===== src/hw/rtl/lfs_pkg.sv =====
package lfs_pkg;

	// arming patterns for the right-angle turn mode
	localparam logic [7:0] PAT_ARM_WIDE   = 8'h81;
	localparam logic [7:0] PAT_ARM_NARROW = 8'hC3;
	// all sensors on the line
	localparam logic [7:0] PAT_ALL_ON     = 8'hFF;
	// corner patterns
	localparam logic [7:0] PAT_CORNER_L0  = 8'hF1;
	localparam logic [7:0] PAT_CORNER_L1  = 8'hE1;
	localparam logic [7:0] PAT_CORNER_L2  = 8'hC1;
	localparam logic [7:0] PAT_CORNER_R0  = 8'h8F;
	localparam logic [7:0] PAT_CORNER_R1  = 8'h87;
	localparam logic [7:0] PAT_CORNER_R2  = 8'h83;

	localparam logic [7:0] DUTY_PIVOT   = 8'd220;
	localparam logic [7:0] DUTY_DEFAULT = 8'd180;
	localparam logic [7:0] DUTY_STOP    = 8'd0;

	typedef struct packed {
		logic       left_forward;
		logic [7:0] left_duty;
		logic       right_forward;
		logic [7:0] right_duty;
	} cmd_t;

	typedef struct packed {
		logic turn_mode;
		logic pivot_left;
		logic pivot_right;
	} turn_state_t;

	// black-line table: both motors forward, duty pair by pattern
	function automatic cmd_t table_drive(logic [7:0] pattern);
		cmd_t c;
		c.left_forward  = 1'b1;
		c.right_forward = 1'b1;
		c.left_duty     = DUTY_DEFAULT;
		c.right_duty    = DUTY_DEFAULT;
		case (pattern)
			8'hCF, 8'hC7, 8'hDF: begin
				c.left_duty  = 8'd165;
				c.right_duty = 8'd200;
			end
			8'h9F, 8'h8F: begin
				c.left_duty  = 8'd145;
				c.right_duty = 8'd220;
			end
			8'hBF: begin
				c.left_duty  = 8'd90;
				c.right_duty = 8'd240;
			end
			8'hF3, 8'hE3, 8'hFB: begin
				c.left_duty  = 8'd200;
				c.right_duty = 8'd165;
			end
			8'hF9, 8'hF1: begin
				c.left_duty  = 8'd220;
				c.right_duty = 8'd145;
			end
			8'hFD: begin
				c.left_duty  = 8'd245;
				c.right_duty = 8'd90;
			end
			default: begin
				c.left_duty  = DUTY_DEFAULT;
				c.right_duty = DUTY_DEFAULT;
			end
		endcase
		return c;
	endfunction

	// left motor stopped, right pivoting forward
	function automatic cmd_t pivot_left_cmd();
		cmd_t c;
		c.left_forward  = 1'b0;
		c.left_duty     = DUTY_STOP;
		c.right_forward = 1'b1;
		c.right_duty    = DUTY_PIVOT;
		return c;
	endfunction

	// right motor stopped, left pivoting forward
	function automatic cmd_t pivot_right_cmd();
		cmd_t c;
		c.left_forward  = 1'b1;
		c.left_duty     = DUTY_PIVOT;
		c.right_forward = 1'b0;
		c.right_duty    = DUTY_STOP;
		return c;
	endfunction

endpackage


===== src/hw/rtl/lfs_sample_if.sv =====
// sensor sample channel
interface lfs_sample_if;
	logic       valid;
	logic       ready;
	logic [7:0] sensor_pattern;

	modport source (output valid, output sensor_pattern, input ready);
	modport sink (input valid, input sensor_pattern, output ready);
endinterface


===== src/hw/rtl/lfs_cmd_if.sv =====
// motor command channel
interface lfs_cmd_if;
	logic       valid;
	logic       ready;
	logic       left_forward;
	logic [7:0] left_duty;
	logic       right_forward;
	logic [7:0] right_duty;

	modport source (output valid, output left_forward, output left_duty,
		output right_forward, output right_duty, input ready);
	modport sink (input valid, input left_forward, input left_duty,
		input right_forward, input right_duty, output ready);
endinterface


===== src/hw/rtl/line_follower_steering_fsm.sv =====
// channel | dir | word
// sample  | in  | sensor_pattern[7:0]
// cmd     | out | left_forward, left_duty[7:0], right_forward, right_duty[7:0]
//
// One sample word per clock while cmd does not stall; an accepted word passes the input register,
// the steering logic and the output register before it shows on cmd.
// Reset clears both valid flags and the turn-mode flags; no clearing pass.
// A stall on cmd backs up into the input register, then drops sample.ready.
module line_follower_steering_fsm (
	input  logic        clk,
	input  logic        arst_n,
	lfs_sample_if.sink  sample,
	lfs_cmd_if.source   cmd
);

	logic          valid_s1;
	logic [7:0]    pattern_s1;
	logic          load_ok;
	logic          fire;
	lfs_pkg::cmd_t cmd_d;
	lfs_pkg::cmd_t cmd_q;

	assign fire = valid_s1 && load_ok;

	lfs_in_stage u_in (
		.clk        (clk),
		.arst_n     (arst_n),
		.in_valid   (sample.valid),
		.in_pattern (sample.sensor_pattern),
		.in_ready   (sample.ready),
		.advance    (load_ok),
		.valid_s1   (valid_s1),
		.pattern_s1 (pattern_s1)
	);

	lfs_steer u_steer (
		.clk     (clk),
		.arst_n  (arst_n),
		.pattern (pattern_s1),
		.fire    (fire),
		.cmd     (cmd_d)
	);

	lfs_out_stage u_out (
		.clk       (clk),
		.arst_n    (arst_n),
		.load      (valid_s1),
		.cmd_d     (cmd_d),
		.load_ok   (load_ok),
		.out_ready (cmd.ready),
		.valid_q   (cmd.valid),
		.cmd_q     (cmd_q)
	);

	assign cmd.left_forward  = cmd_q.left_forward;
	assign cmd.left_duty     = cmd_q.left_duty;
	assign cmd.right_forward = cmd_q.right_forward;
	assign cmd.right_duty    = cmd_q.right_duty;

endmodule


===== src/hw/rtl/lfs_in_stage.sv =====
// Input register: holds one sample word until the steering stage takes it.
module lfs_in_stage (
	input  logic       clk,
	input  logic       arst_n,
	input  logic       in_valid,
	input  logic [7:0] in_pattern,
	output logic       in_ready,
	input  logic       advance,
	output logic       valid_s1,
	output logic [7:0] pattern_s1
);

	// free slot, or the held word leaves this cycle
	assign in_ready = !valid_s1 || advance;

	always_ff @(posedge clk or negedge arst_n) begin
		if (!arst_n) begin
			valid_s1 <= 1'b0;
		end else if (in_ready) begin
			valid_s1 <= in_valid;
		end
	end

	always_ff @(posedge clk) begin
		if (in_valid && in_ready) begin
			pattern_s1 <= in_pattern;
		end
	end

endmodule


===== src/hw/rtl/lfs_steer.sv =====
// Steering decision and turn-mode flags.
module lfs_steer (
	input  logic              clk,
	input  logic              arst_n,
	input  logic [7:0]        pattern,
	input  logic              fire,
	output lfs_pkg::cmd_t     cmd
);

	lfs_pkg::turn_state_t state_q;
	lfs_pkg::turn_state_t state_d;
	logic                 is_arm;
	logic                 is_corner_l;
	logic                 is_corner_r;
	logic                 is_all_on;

	always_comb begin
		is_arm      = pattern inside {lfs_pkg::PAT_ARM_WIDE, lfs_pkg::PAT_ARM_NARROW};
		is_corner_l = pattern inside {lfs_pkg::PAT_CORNER_L0, lfs_pkg::PAT_CORNER_L1,
			lfs_pkg::PAT_CORNER_L2};
		is_corner_r = pattern inside {lfs_pkg::PAT_CORNER_R0, lfs_pkg::PAT_CORNER_R1,
			lfs_pkg::PAT_CORNER_R2};
		is_all_on   = (pattern == lfs_pkg::PAT_ALL_ON);
	end

	// priority: arming, held pivots, corner latching, table
	always_comb begin
		state_d = state_q;
		cmd     = lfs_pkg::table_drive(pattern);
		if (is_arm) begin
			state_d.turn_mode   = 1'b1;
			state_d.pivot_left  = 1'b0;
			state_d.pivot_right = 1'b0;
		end else if (state_q.turn_mode) begin
			if (state_q.pivot_left && is_all_on) begin
				cmd = lfs_pkg::pivot_left_cmd();
			end else if (state_q.pivot_right && is_all_on) begin
				cmd = lfs_pkg::pivot_right_cmd();
			end else if (is_corner_l) begin
				cmd                = lfs_pkg::pivot_left_cmd();
				state_d.pivot_left = 1'b1;
			end else if (is_corner_r) begin
				cmd                 = lfs_pkg::pivot_right_cmd();
				state_d.pivot_right = 1'b1;
			end
		end
	end

	// flags move only when a word is handed to the output register
	always_ff @(posedge clk or negedge arst_n) begin
		if (!arst_n) begin
			state_q <= '0;
		end else if (fire) begin
			state_q <= state_d;
		end
	end

endmodule


===== src/hw/rtl/lfs_out_stage.sv =====
// Output register with valid/ready towards the motor side.
module lfs_out_stage (
	input  logic          clk,
	input  logic          arst_n,
	input  logic          load,
	input  lfs_pkg::cmd_t cmd_d,
	output logic          load_ok,
	input  logic          out_ready,
	output logic          valid_q,
	output lfs_pkg::cmd_t cmd_q
);

	// empty, or the held word is taken this cycle
	assign load_ok = !valid_q || out_ready;

	always_ff @(posedge clk or negedge arst_n) begin
		if (!arst_n) begin
			valid_q <= 1'b0;
		end else if (load_ok) begin
			valid_q <= load;
		end
	end

	always_ff @(posedge clk) begin
		if (load && load_ok) begin
			cmd_q <= cmd_d;
		end
	end

endmodule


===== src/flat_wrapper.sv =====
// flat-port wrapper written by rule: the top's interface ports become plain ports
module line_follower_steering_fsm_flat 
  (clk, arst_n, sample_valid, sample_sensor_pattern, sample_ready, cmd_valid, cmd_left_forward, cmd_left_duty, cmd_right_forward, cmd_right_duty, cmd_ready);
  lfs_sample_if sample_i ();
  lfs_cmd_if cmd_i ();
  input  logic clk;
  input  logic arst_n;
  input wire logic [$bits(sample_i.valid)-1:0] sample_valid;
  input wire logic [$bits(sample_i.sensor_pattern)-1:0] sample_sensor_pattern;
  output wire logic [$bits(sample_i.ready)-1:0] sample_ready;
  output wire logic [$bits(cmd_i.valid)-1:0] cmd_valid;
  output wire logic [$bits(cmd_i.left_forward)-1:0] cmd_left_forward;
  output wire logic [$bits(cmd_i.left_duty)-1:0] cmd_left_duty;
  output wire logic [$bits(cmd_i.right_forward)-1:0] cmd_right_forward;
  output wire logic [$bits(cmd_i.right_duty)-1:0] cmd_right_duty;
  input wire logic [$bits(cmd_i.ready)-1:0] cmd_ready;
  assign sample_i.valid = sample_valid;
  assign sample_i.sensor_pattern = sample_sensor_pattern;
  assign sample_ready = sample_i.ready;
  assign cmd_valid = cmd_i.valid;
  assign cmd_left_forward = cmd_i.left_forward;
  assign cmd_left_duty = cmd_i.left_duty;
  assign cmd_right_forward = cmd_i.right_forward;
  assign cmd_right_duty = cmd_i.right_duty;
  assign cmd_i.ready = cmd_ready;
  line_follower_steering_fsm u_core (.clk(clk), .arst_n(arst_n), .sample(sample_i), .cmd(cmd_i));
endmodule

===== config.mk =====
export PLATFORM = sky130hd
export DESIGN_NAME = line_follower_steering_fsm_flat
export DESIGN_NICKNAME = d
export VERILOG_FILES = /design/src/hw/rtl/lfs_pkg.sv /design/src/hw/rtl/lfs_sample_if.sv /design/src/hw/rtl/lfs_cmd_if.sv /design/src/hw/rtl/line_follower_steering_fsm.sv /design/src/hw/rtl/lfs_in_stage.sv /design/src/hw/rtl/lfs_steer.sv /design/src/hw/rtl/lfs_out_stage.sv /design/src/flat_wrapper.sv
export SDC_FILE = /design/constraint.sdc
export NUM_CORES = 1
export LEC_CHECK = 0
export BUFFER_PORTS_ARGS = -buffer_cell sky130_fd_sc_hd__buf_2
export CAP_MARGIN = 5
export CORE_MARGIN = 1.5
export CORE_UTILIZATION = 35
export DETAILED_ROUTE_END_ITERATION = 8
export PLACE_DENSITY = 0.6
export SYNTH_ARGS = -nofsm -noshare
export SYNTH_HDL_FRONTEND = slang
export SYNTH_SLANG_ARGS = --single-unit

===== constraint.sdc =====
create_clock -name clk -period 5.3 [get_ports clk]
set_input_delay 0.265 -clock clk [delete_from_list [all_inputs] [get_ports clk]]
set_output_delay 0.265 -clock clk [all_outputs]
set_load 0.03 [all_outputs]

After elaboration in Yosys (flattened, before gate mapping)
Index checks and enable logic that the tools add are counted.

storage, ports and cells
  flip-flop bits (word level) = 31
  input port bits = 12
  logic and storage cells = 71

cells by class
  equal/unequal tests = 22
  mux-type cells = 15
  bitwise logic cells = 1
  reduce and logical (&&, ||, !) cells = 23

operator list
  kind                                           number
  == test 8 bit (second input constant)          19
  case mux 8 bit (6 select lines)                2
  two-way mux 18 bit                             3
  two-way mux 17 bit                             3
  OR reduction 3 bit                             3
  two-way mux 2 bit                              4
  nonzero test 2 bit                             4
  inequality test 2 bit (second input constant)  3
  AND reduction 6 bit                            1
  nonzero test 3 bit                             2
  OR reduction 2 bit                             3
  AND reduction 5 bit                            1
  logical AND 1 bit                              4
  two-way mux 1 bit                              3
  logical NOT 1 bit                              2
  logical OR 1 bit                               2
  AND reduction 2 bit                            1
  NOT 1 bit                                      1

Longest topological paths before layout
Gate-level depths: netlist of run 1.

  depth in word-level cells = 9
  mapped depth = 7
  mapped depth without buffers = 5

Modules after synthesis
A second synthesis of run 1 with hierarchy kept.

unflattened totals
  cells, all modules = 118
  area total of the unflattened synthesis = 1,455.1 sq um

modules (own cells, without submodules)
  module                      times used  cells each  area an instance (sq um)  seq. area each (sq um)
  lfs_out_stage               1           22          594.3                     565.5
  lfs_steer                   1           83          560.5                     75.1
  lfs_in_stage                1           12          294.0                     265.3
  line_follower_steering_fsm  1           1           6.3                       0.0

Worst setup path before layout of run 1
Ideal clock, no wire load.

  path type = register to register
  from = register u_core.u_in.pattern_s1[2]
  to = register u_core.u_out.cmd_q[15] (netlist name)
  setup time = 264 ps
  arrival = 1,860 ps
  setup slack = 3,176 ps
  stages on the path, launching flop included = 6
  path buffers = 1
  clock period less this slack = 2,124 ps
  path through = edfxtp_1 buf_2 or4_4 o31ai_4 nor3_1 o41a_1

RTL lines
  what                    line                text
  from (decl)             lfs_in_stage.sv:10  output logic [7:0] pattern_s1
  from (signal assigned)  lfs_in_stage.sv:26  pattern_s1 <= in_pattern;

==> flow_metrics.env, run 1 <==
export IMPL_tightest_slew_ns=0.9453
export IMPL_cts_buffers=5
export IMPL_start_kind="register"
export IMPL_row_count=23
export IMPL_clkTransAtPathRegs_ns=0.06
export IMPL_timing_hold_violations_final=0
export IMPL_syn2layout_area_growth_pct=19.04
export IMPL_vias=1067
export IMPL_num_io_pins=32
export IMPL_syn_area_um2=1465
export IMPL_period_share_pct=43.60
export IMPL_die_h_um=67.70
export IMPL_critPathArrivalTime_ns=2.34
export IMPL_end_kind="register"
export IMPL_post_cts_buffers=0
export IMPL_grt_pass1_wl_mm=4.284
export IMPL_finalSetupViolCount=0
export IMPL_synth_edf_count=26
export IMPL_crit_family="simple AND/OR/NAND/NOR gates"
export IMPL_path_cells="or4_4 -> o31ai_4 -> nor3_1 -> o41a_1"
export IMPL_instances_no_fill=202
export IMPL_netlist_cell_type_count=40
export IMPL_ys_flop_type="edfxtp_1"
export IMPL_drtAntennaViolNets=0
export IMPL_gp_congestion=0.8213
export IMPL_h_tree_depth=2
export IMPL_setup_tns_ns=0
export IMPL_cp_max_fo=10
export IMPL_final_nets=163
export IMPL_maxCapViolCount=0
export IMPL_post_route_drc_count=0
export IMPL_wl_per_cell_um=13.70
export IMPL_dp_final_hpwl_mm=2.001
export IMPL_synth_top_cells_by_area="edfxtp_1, dfrtp_1, nand2b_1, nor3_1, a21oi_1"
export IMPL_crit_path_top_delay_cell="or4_4"
export IMPL_yosys_warnings=0
export IMPL_antenna_found_initial=0
export IMPL_required_ns=5.33
export IMPL_dieArea_um2=4583
export IMPL_worstSkewPairLatency_ns=0.28
export IMPL_dp_cells=193
export IMPL_clock_skew_ns=0.003766
export IMPL_grt_pass1_vias=931
export IMPL_grt_max_degree=19
export IMPL_synth_net_count=131
export IMPL_drt_total_wl_mm=2.768
export IMPL_synth_cells=119
export IMPL_cp_num_buf_inv=0
export IMPL_start_util_pct=36.63
export IMPL_ir_drop_v=0.0001327
export IMPL_r2r_setup_slack_ns=2.99
export IMPL_clock_sinks=31
export IMPL_relSlewSlack_pct=36.82
export IMPL_yosysTopAreaCellShare_pct=53.29
export IMPL_synthArstFlopShare_pct=16.13
export IMPL_power_density_nw_per_um2=296.8
export IMPL_clockBufferDepth=2
export IMPL_final_common_cell="buf_2"
export IMPL_status="finished clean"
export IMPL_fin_crit_ns=2.311
export IMPL_cts_tree="done"
export IMPL_synth_seq_cells=31
export IMPL_groute_usage_overall_pct=13.31
export IMPL_post_route_util_pct=43.60
export IMPL_drive_above_1_share_pct=27.63
export IMPL_leakage_nw=0.6475
export IMPL_chipWidth_um=67.70
export IMPL_dr_pass1_iters=4
export IMPL_max_freq_mhz=432.8
export IMPL_yosysTopAreaCell="edfxtp_1"
export IMPL_syn_mean_instance_area_um2=12.31
export IMPL_critPathMaxStageDelay_ns=0.61
export IMPL_drtIter0Drc=122
export IMPL_diodes=0
export IMPL_worst_setup_path_type="reg -> reg"
export IMPL_grt_overflow=0
export IMPL_most_common_layout_cells="buf_2, edfxtp_1, nor3_1, nor2_1, nand2b_1"
export IMPL_hold_class="in -> reg"
export IMPL_rsz0062_at_grt="false"
export IMPL_portBuffers=31
export IMPL_yosysSeqAreaShare_pct=61.83
export IMPL_viasPerCell=5.282
export IMPL_core_area_um2=4000
export IMPL_cts_root_buffer="clkbuf_8"
export IMPL_maxSlewViolCount=0
==> synthesized netlist by cell type, types with 2 or more instances <==
cell and count:
and3b_1 2, o211ai_1 2, nand2_1 5, inv_1 5
or4_1 2, nand3_1 3, nand4_1 2, nor4_1 3
clkbuf_1 4, a21oi_1 5, a32o_1 2, and2_1 3
nand3b_1 2, o21ai_0 2, nor2b_1 4, dfrtp_1 5
nand2b_1 6, buf_2 3, edfxtp_1 26, nor2_1 6
nor3_1 6, and3_1 3
==> metal layers <==
| metal | part of all wire [%] | vias up | wire, um | track usage [%] |
|---|---|---|---|---|
| met4 | 2.5 | 0 | 70 | 7.653 |
| li1 | - | 521 | - | - |
| met3 | 6.6 | 8 | 183 | 4.000 |
| met2 | 47 | 44 | 1300 | 22.30 |
| met1 | 44 | 494 | 1215 | 14.92 |
| met5 | 0 | - | 0 | 0 |
==> report_power, final <==
part           internal [mW]  switching, mW
clock network         0.0918         0.0811
registers              0.279         0.0128
logic                 0.0183         0.0346
==> stage by stage <==
step	total power, mW	setup WS (ns)	hold WS (ns)	area [um^2]
finish	0.5177	2.989	0.1553	1744
detailed placement	0.3487	3.010	0.08493	1653
floorplan	0.3324	3.176	-0.03059	1465
global placement	0.3473	3.025	0.08376	1653
global route	0.5425	2.775	0.1431	1744
CTS	0.5241	3.003	0.1462	1744
==> what timing repair did <==
action / 4_1_cts / 5_1_grt
hold buffers: 1 / 0
gates resized for setup: 0 / 0
hold endpoints to repair: 5 / 0
==> final timing paths <==
| kind | from | end | cells past startpoint |
|---|---|---|---|
| worst min-delay path | sample_sensor_pattern[5] | u_core.u_in.pattern_s1[5]$_DFFE_PP_ | 1 |
| worst max-delay path | u_core.u_in.pattern_s1[2]$_DFFE_PP_ | u_core.u_out.cmd_q[15]$_DFFE_PP_ | 4 |
| worst max register to register | u_core.u_in.pattern_s1[2]$_DFFE_PP_ | u_core.u_out.cmd_q[15]$_DFFE_PP_ | 4 |
| min in group asynchronous | arst_n | u_core.u_out.valid_q$_DFFE_PN0P_ | 2 |
| worst min register to register | u_core.u_in.valid_s1$_DFFE_PN0N_ | u_core.u_out.valid_q$_DFFE_PN0P_ | 1 |
| max in group asynchronous | arst_n | u_core.u_steer.state_q[0]$_DFFE_PN0P_ | 2 |
==> layout make-up <==
cell class,count,area (um^2)
Inverter,6,22.52
Multi-Input combinational cell,75,506.7
Fill cell,387,2256
Sequential cell,31,905.9
Tap cell,50,62.56
Clock buffer,7,76.32
Timing Repair Buffer,32,165.2
Clock inverter,1,5.005
==> kinds of logic (layout without fill, tap and decap cells) <==
kind of cell | count (synthesis) | after routing | share of synthesized area (%)
compound gates | 24 | 24 | 13.66
xor+xnor | 1 | 1 | 0.5979
buf+inv | 13 | 46 | 3.586
flops | 31 | 31 | 61.83
simple gates | 50 | 50 | 20.32
==> flip-flops by register name (all words and copies together), names as in the netlist <==
name and flops:
u_core.u_steer.state_q 3, u_core.u_out.cmd_q 18, u_core.u_out.valid_q 1, u_core.u_in.pattern_s1 8, u_core.u_in.valid_s1 1
(Power assumes the default switching activity.)
==> run 2, diff against run 1 <==
Settings changed: ABC_AREA set to 1, PLACE_DENSITY 0.6 to 0.61.
Clock period 5.3 ns to 2.3 ns, I/O delays scaled along.
==> run 2 against run 1 <==
Net effect:
- wire length down 8.0%
- critical endpoint is now u_core.u_out.cmd_q[13]$_DFFE_PP_
- largest power group unchanged
- sequential cell count unchanged
- maximum frequency up 47%
- first-iteration DRC count down 23%
- die area down 0.58%
==> flow_metrics.env, run 2 <==
export IMPL_status="finished clean"
export IMPL_vias=1085
export IMPL_dieArea_um2=4557
export IMPL_power_density_nw_per_um2=703.1
export IMPL_h_tree_depth=2
export IMPL_start_kind="register"
export IMPL_yosysSeqAreaShare_pct=62.20
export IMPL_netlist_cell_type_count=21
export IMPL_ys_flop_type="edfxtp_1"
export IMPL_critPathMaxStageDelay_ns=0.42
export IMPL_reg_top3="u_core.u_out.cmd_q (18), u_core.u_in.pattern_s1 (8), u_core.u_steer.state_q (3)"
export IMPL_clock_skew_ns=0.004774
export IMPL_end_kind="register"
export IMPL_syn2layout_area_growth_pct=25.09
export IMPL_synth_cells=148
export IMPL_max_freq_mhz=634.8
export IMPL_yosysMostFrequentCell="nand2_1"
export IMPL_synth_net_count=160
export IMPL_setup_tns_ns=0
export IMPL_cp_max_fo=5
export IMPL_syn_area_um2=1456
export IMPL_maxSlewViolCount=0
export IMPL_tightest_slew_ns=0.5062
export IMPL_core_area_um2=4000
export IMPL_chipWidth_um=67.51
export IMPL_most_common_layout_cells="nand2_1, buf_2, edfxtp_1"
export IMPL_worst_setup_path_type="reg -> reg"
export IMPL_hold_class="in -> reg"
export IMPL_viasPerCell=4.447
export IMPL_crit_path_top_delay_cell="edfxtp_1"
export IMPL_largest_reg_flops=18
export IMPL_required_ns=2.33
export IMPL_synth_edf_count=26
export IMPL_yosysTopAreaCellShare_pct=53.61
export IMPL_drt_total_wl_mm=2.546
export IMPL_diodes=0
export IMPL_cts_tree="done"
export IMPL_drive_above_1_share_pct=28.35
export IMPL_synthArstFlopShare_pct=16.13
export IMPL_yosys_warnings=0
export IMPL_groute_usage_overall_pct=13.07
export IMPL_timing_hold_violations_final=0
export IMPL_post_cts_buffers=0
export IMPL_post_route_drc_count=0
export IMPL_cp_num_buf_inv=1
export IMPL_syn_mean_instance_area_um2=9.841
export IMPL_ys_top_cells_by_count="nand2_1, edfxtp_1, nor2_1, inv_1, nand3_1"
export IMPL_clockBufferDepth=2
export IMPL_final_nets=205
export IMPL_die_h_um=67.51
export IMPL_final_fill_count=395
export IMPL_grt_overflow=0
export IMPL_grt_max_degree=22
export IMPL_clock_sinks=31
export IMPL_yosysTopAreaCell="edfxtp_1"
export IMPL_ir_drop_v=0.0003425
export IMPL_row_count=23
export IMPL_finalSetupViolCount=0
export IMPL_grt_pass1_vias=991
export IMPL_path_cells="inv_1 -> nand2_1 -> nor2_1 -> nand2_1 -> nand4_1 -> nor2_1 -> nor2_1 -> nor2_1"
export IMPL_synth_top_cells_by_area="edfxtp_1, dfrtp_1, nand2_1, nor2_1, inv_1"
export IMPL_dp_final_hpwl_mm=1.922
export IMPL_start_util_pct=36.41
export IMPL_gp_congestion=0.8068
export IMPL_grt_pass1_wl_mm=4.202
export IMPL_fin_crit_ns=1.575
export IMPL_num_io_pins=32
export IMPL_clkTransAtPathRegs_ns=0.06
export IMPL_drtIter0Drc=94
export IMPL_cts_root_buffer="clkbuf_8"
export IMPL_critPathArrivalTime_ns=1.61
export IMPL_leakage_nw=0.8287
export IMPL_whs_ns=0.01197
export IMPL_relSlewSlack_pct=65.94
export IMPL_dr_pass1_iters=4
export IMPL_crit_family="simple AND/OR/NAND/NOR gates"
export IMPL_cp_common_cell="nor2_1"
export IMPL_synth_seq_cells=31
export IMPL_worstSkewPairLatency_ns=0.28
export IMPL_maxCapViolCount=0
export IMPL_rsz0062_at_grt="false"
export IMPL_antenna_found_initial=0
export IMPL_cts_buffers=5
export IMPL_top_register="u_core.u_out.cmd_q"
export IMPL_portBuffers=31
export IMPL_wl_per_cell_um=10.43
export IMPL_drtAntennaViolNets=0
export IMPL_period_share_pct=68.49
run 2: cell types whose count changed after synthesis, sizes merged, moves of 3 or more:
cell    before  now
inv          6   22
nor2         6   29
nor3         6    0
buf          3    0
nor4         4    1
or4          3    0
nor2b        4    0
clkbuf       4    0
nand3        3   14
nand2b       6    0
nand2        5   36
run 2: path summary, 6_finish.rpt:
path	start	to	slack [ns]	cells past startpoint
min	sample_sensor_pattern[6]	u_core.u_in.pattern_s1[6]$_DFFE_PP_	0.01	1
max	u_core.u_in.pattern_s1[2]$_DFFE_PP_	u_core.u_out.cmd_q[13]$_DFFE_PP_	0.72	8
min reg2reg	u_core.u_steer.state_q[1]$_DFFE_PN0P_	u_core.u_steer.state_q[1]$_DFFE_PN0P_	0.49	2
min in group asynchronous	arst_n	u_core.u_steer.state_q[1]$_DFFE_PN0P_	0.17	2
max reg2reg	u_core.u_in.pattern_s1[2]$_DFFE_PP_	u_core.u_out.cmd_q[13]$_DFFE_PP_	0.72	8
max in group asynchronous	arst_n	u_core.u_steer.state_q[0]$_DFFE_PN0P_	2.00	2
run 2: per-stage QoR:
stage          total power [mW]  setup slack, ns  utilization [%]  std cells  area [um^2]
2_1_floorplan            0.8395           0.8097                -        148         1456
3_3_place_gp             0.8985           0.7066            42.04        230         1682
3_5_place_dp             0.9010           0.7151            42.04        230         1682
4_1_cts                   1.299           0.7100            44.79        241         1792
5_1_grt                   1.351           0.5777            45.54        244         1822
6_report                  1.281           0.7247            45.54        244         1822
run 2: cells by family (layout without fill, tap and decap cells):
kind of cell,after synthesis,in the layout,synth area share (%)
AO/OA/AOI/OAI,10,10,4.038
buffers and inverters,22,68,5.670
flip-flops,31,31,62.20
AND/OR/NAND/NOR,85,85,28.09
run 2: where the power goes:
group	leakage, nW	internal [mW]	switching (mW)
Combinational	0.506	0.0574	0.141
Clock	0.0403	0.205	0.181
Sequential	0.283	0.672	0.0239
Total	0.829	0.935	0.346
run 2: what timing repair did:
| item | CTS | global route |
|---|---|---|
| hold endpoints to repair | 7 | 3 |
| hold buffers | 3 | 3 |
| resized for setup | 0 | 0 |
| endpoints found under the setup margin | 0 | 0 |
run 2: routing by layer:
layer  GRT usage, %  vias to the layer above  wire length [um]
met4          6.888                        0                40
met1          15.60                      473              1165
met5              0                        -                 0
met2          20.71                       32              1198
li1               -                      575                 -
met3          4.500                        5               141
run 2: layout make-up:
| cell class | count | area (um^2) | area share (%) |
|---|---|---|---|
| repair buffers | 38 | 222.7 | 12.23 |
| inverters | 22 | 82.58 | 4.533 |
| clock inverters | 2 | 7.507 | 0.4121 |
| well taps | 50 | 62.56 | 3.434 |
| multi-input cells | 95 | 467.9 | 25.69 |
| flip-flops and latches | 31 | 905.9 | 49.73 |
| clock buffers | 6 | 72.57 | 3.984 |
==> run 3, diff against run 2 <==
Settings changed: ABC_AREA 1 to 0, PLACE_DENSITY 0.61 to 0.63.
Clock period 2.3 ns to 1.4 ns, I/O delays scaled along.
==> run 3 against run 2 <==
Net effect:
- the flow now finishes with violations (setup timing)
- worst setup slack worse by 1.3 ns
- maximum frequency down 22%
- wire length grew 39%
- critical path depth down 3
- first-iteration DRC count fell by 29%
- largest power group unchanged
==> flow_metrics.env, run 3 (same netlist as run 1, synthesis figures left out) <==
export IMPL_status="finished with violations"
export IMPL_violations="setup timing"
export IMPL_diodes=0
export IMPL_vias=1280
export IMPL_layout_setup_ws_ns=-0.6137
export IMPL_cell_internal_pwr_mw=1.626
export IMPL_grt_pass1_vias=1285
export IMPL_dr_pass1_iters=4
export IMPL_clock_sinks=31
export IMPL_clock_skew_ns=0.009665
export IMPL_pwr_share_comb_pct=16.8
export IMPL_leakage_nw=0.9352
export IMPL_dp_final_hpwl_mm=2.480
export IMPL_wl_per_cell_um=14.01
export IMPL_grt_overflow=0
export IMPL_worstReg2RegStart="u_core.u_in.pattern_s1[5]$_DFFE_PP_"
export IMPL_swShare_pct=25.12
export IMPL_period_share_pct=143.8
export IMPL_tightest_slew_ns=0.4460
export IMPL_seq_area_um2=907.1
export IMPL_cts_root_buffer="clkbuf_8"
export IMPL_max_freq_mhz=496.6
export IMPL_groute_usage_overall_pct=17.12
export IMPL_row_count=23
export IMPL_top_register="u_core.u_out.cmd_q"
export IMPL_grt_pass1_wl_mm=5.637
export IMPL_post_route_drc_count=0
export IMPL_die_h_um=67.70
export IMPL_switchingPower_uw=545.7
export IMPL_power_density_nw_per_um2=944.9
export IMPL_preCtsSetupSlack_ns=-0.6472
export IMPL_met1_length_mm=1.284
export IMPL_h_tree_depth=2
export IMPL_final_nets=214
export IMPL_drtAntennaViolNets=0
export IMPL_ir_drop_v=0.0005724
export IMPL_hp_start="cmd_ready"
export IMPL_syn2layout_area_growth_pct=56.87
export IMPL_most_common_layout_cells="buf_4, buf_2, edfxtp_1"
export IMPL_hold_class="in -> reg"
export IMPL_final_fill_count=339
export IMPL_worst_setup_path_type="reg -> reg"
export IMPL_dieArea_um2=4583
export IMPL_critPathMaxStageDelay_ns=0.56
export IMPL_portBuffers=31
export IMPL_clkTransAtPathRegs_ns=0.07
export IMPL_required_ns=1.44
export IMPL_viasPerCell=5.059
export IMPL_pwr_share_clk_pct=33.3
export IMPL_whs_ns=0.06983
export IMPL_worstSkewPairLatency_ns=0.29
export IMPL_final_area_um2=2298
export IMPL_core_area_um2=4000
export IMPL_post_route_util_pct=57.46
export IMPL_chipWidth_um=67.70
export IMPL_met2_length_mm=1.958
export IMPL_reg_top3="u_core.u_out.cmd_q (18), u_core.u_in.pattern_s1 (8), u_core.u_steer.state_q (3)"
export IMPL_dp_cells=229
export IMPL_timing_hold_violations_final=0
export IMPL_drt_total_wl_mm=3.545
export IMPL_crit_path_top_delay_cell="or4_4"
export IMPL_drive_above_1_share_pct=50.25
export IMPL_finalSetupViolCount=20
export IMPL_clockBufferDepth=2
export IMPL_top_layer_used="met4"
export IMPL_cp_startpoint="u_core.u_in.pattern_s1[5]$_DFFE_PP_"
export IMPL_final_common_cell="buf_4"
export IMPL_rsz0062_at_grt="true"
export IMPL_antenna_found_initial=0
export IMPL_start_util_pct=36.63
export IMPL_fin_crit_ns=2.014
export IMPL_end_kind="register"
export IMPL_relSlewSlack_pct=70.13
export IMPL_maxCapViolCount=0
export IMPL_route_met3_wl_um=202
export IMPL_largest_reg_flops=18
export IMPL_cts_tree="done"
export IMPL_dpl_cell_area_um2=1944
export IMPL_instances_no_fill=253
export IMPL_path_cells="or4_4 -> o31ai_4 -> buf_4 -> nor3_4 -> o41a_1"
export IMPL_p_seq_share_pct=49.9
export IMPL_cp_max_fo=4
export IMPL_gp_congestion=0.8606
export IMPL_maxSlewViolCount=0
export IMPL_multiInputGateArea_um2=604.3
export IMPL_grt_max_degree=19
export IMPL_cts_buffers=5
export IMPL_critPathArrivalTime_ns=2.05
export IMPL_num_io_pins=32
export IMPL_start_kind="register"
export IMPL_drtIter0Drc=67
==> run 3: path summary, 6_finish.rpt <==
| check | depth (start not counted) | endpoint | slack, ns |
|---|---|---|---|
| max | 5 | u_core.u_out.cmd_q[15]$_DFFE_PP_ | -0.61 |
| min | 3 | u_core.u_out.valid_q$_DFFE_PN0P_ | 0.07 |
| max reg2reg | 5 | u_core.u_out.cmd_q[15]$_DFFE_PP_ | -0.61 |
| min reg2reg | 1 | u_core.u_out.valid_q$_DFFE_PN0P_ | 0.51 |
| max in group asynchronous | 2 | u_core.u_out.valid_q$_DFFE_PN0P_ | 1.14 |
| min in group asynchronous | 2 | u_core.u_in.valid_s1$_DFFE_PN0N_ | 0.12 |
==> run 3: layer usage <==
layer	up-vias	GRT usage, %
li1	626	-
met1	597	15.97
met2	45	32.35
met3	12	5.667
met4	0	9.184
met5	-	0
==> run 3: what timing repair did <==
action	CTS	global route
gates resized for setup	18	9
hold buffers	10	0
buffers inserted	4	2
setup endpoints to repair	21	21
endpoints found under the hold margin	14	0
pin swaps	11	3
==> run 3: layout make-up <==
cell class | count | share of cell area [%]
clock inverter | 1 | 0.2177
sequential | 31 | 39.47
inverter | 6 | 1.198
tap | 50 | 2.722
multi-input combinational | 75 | 26.29
clock buffer | 7 | 3.756
timing repair buffer | 83 | 26.35
==> run 3: per-stage QoR <==
step / TNS, ns / total power, mW
6_report: -9.524 / 2.172
2_1_floorplan: -10.19 / 1.267
4_1_cts: -9.389 / 2.162
3_3_place_gp: -9.606 / 1.390
5_1_grt: -10.82 / 2.261
3_5_place_dp: -10.09 / 1.394
==> run 3: critical path, delay by kind of cell, from the launching register on <==
kind                   cells  cell delay [ns]
flip-flops                 1             0.39
AO/OA/AOI/OAI              2             0.60
AND/OR/NAND/NOR            2             0.60
buffers and inverters      1             0.17
==> run 3: power groups by stage <==
stage               Sequential, mW  Clock, mW  Combinational, mW
detailed placement            1.10          0              0.294
finish                        1.08      0.723              0.366
floorplan                     1.14          0              0.130
global placement              1.10          0              0.293
global route                  1.09      0.780              0.393
CTS                           1.08      0.736              0.346
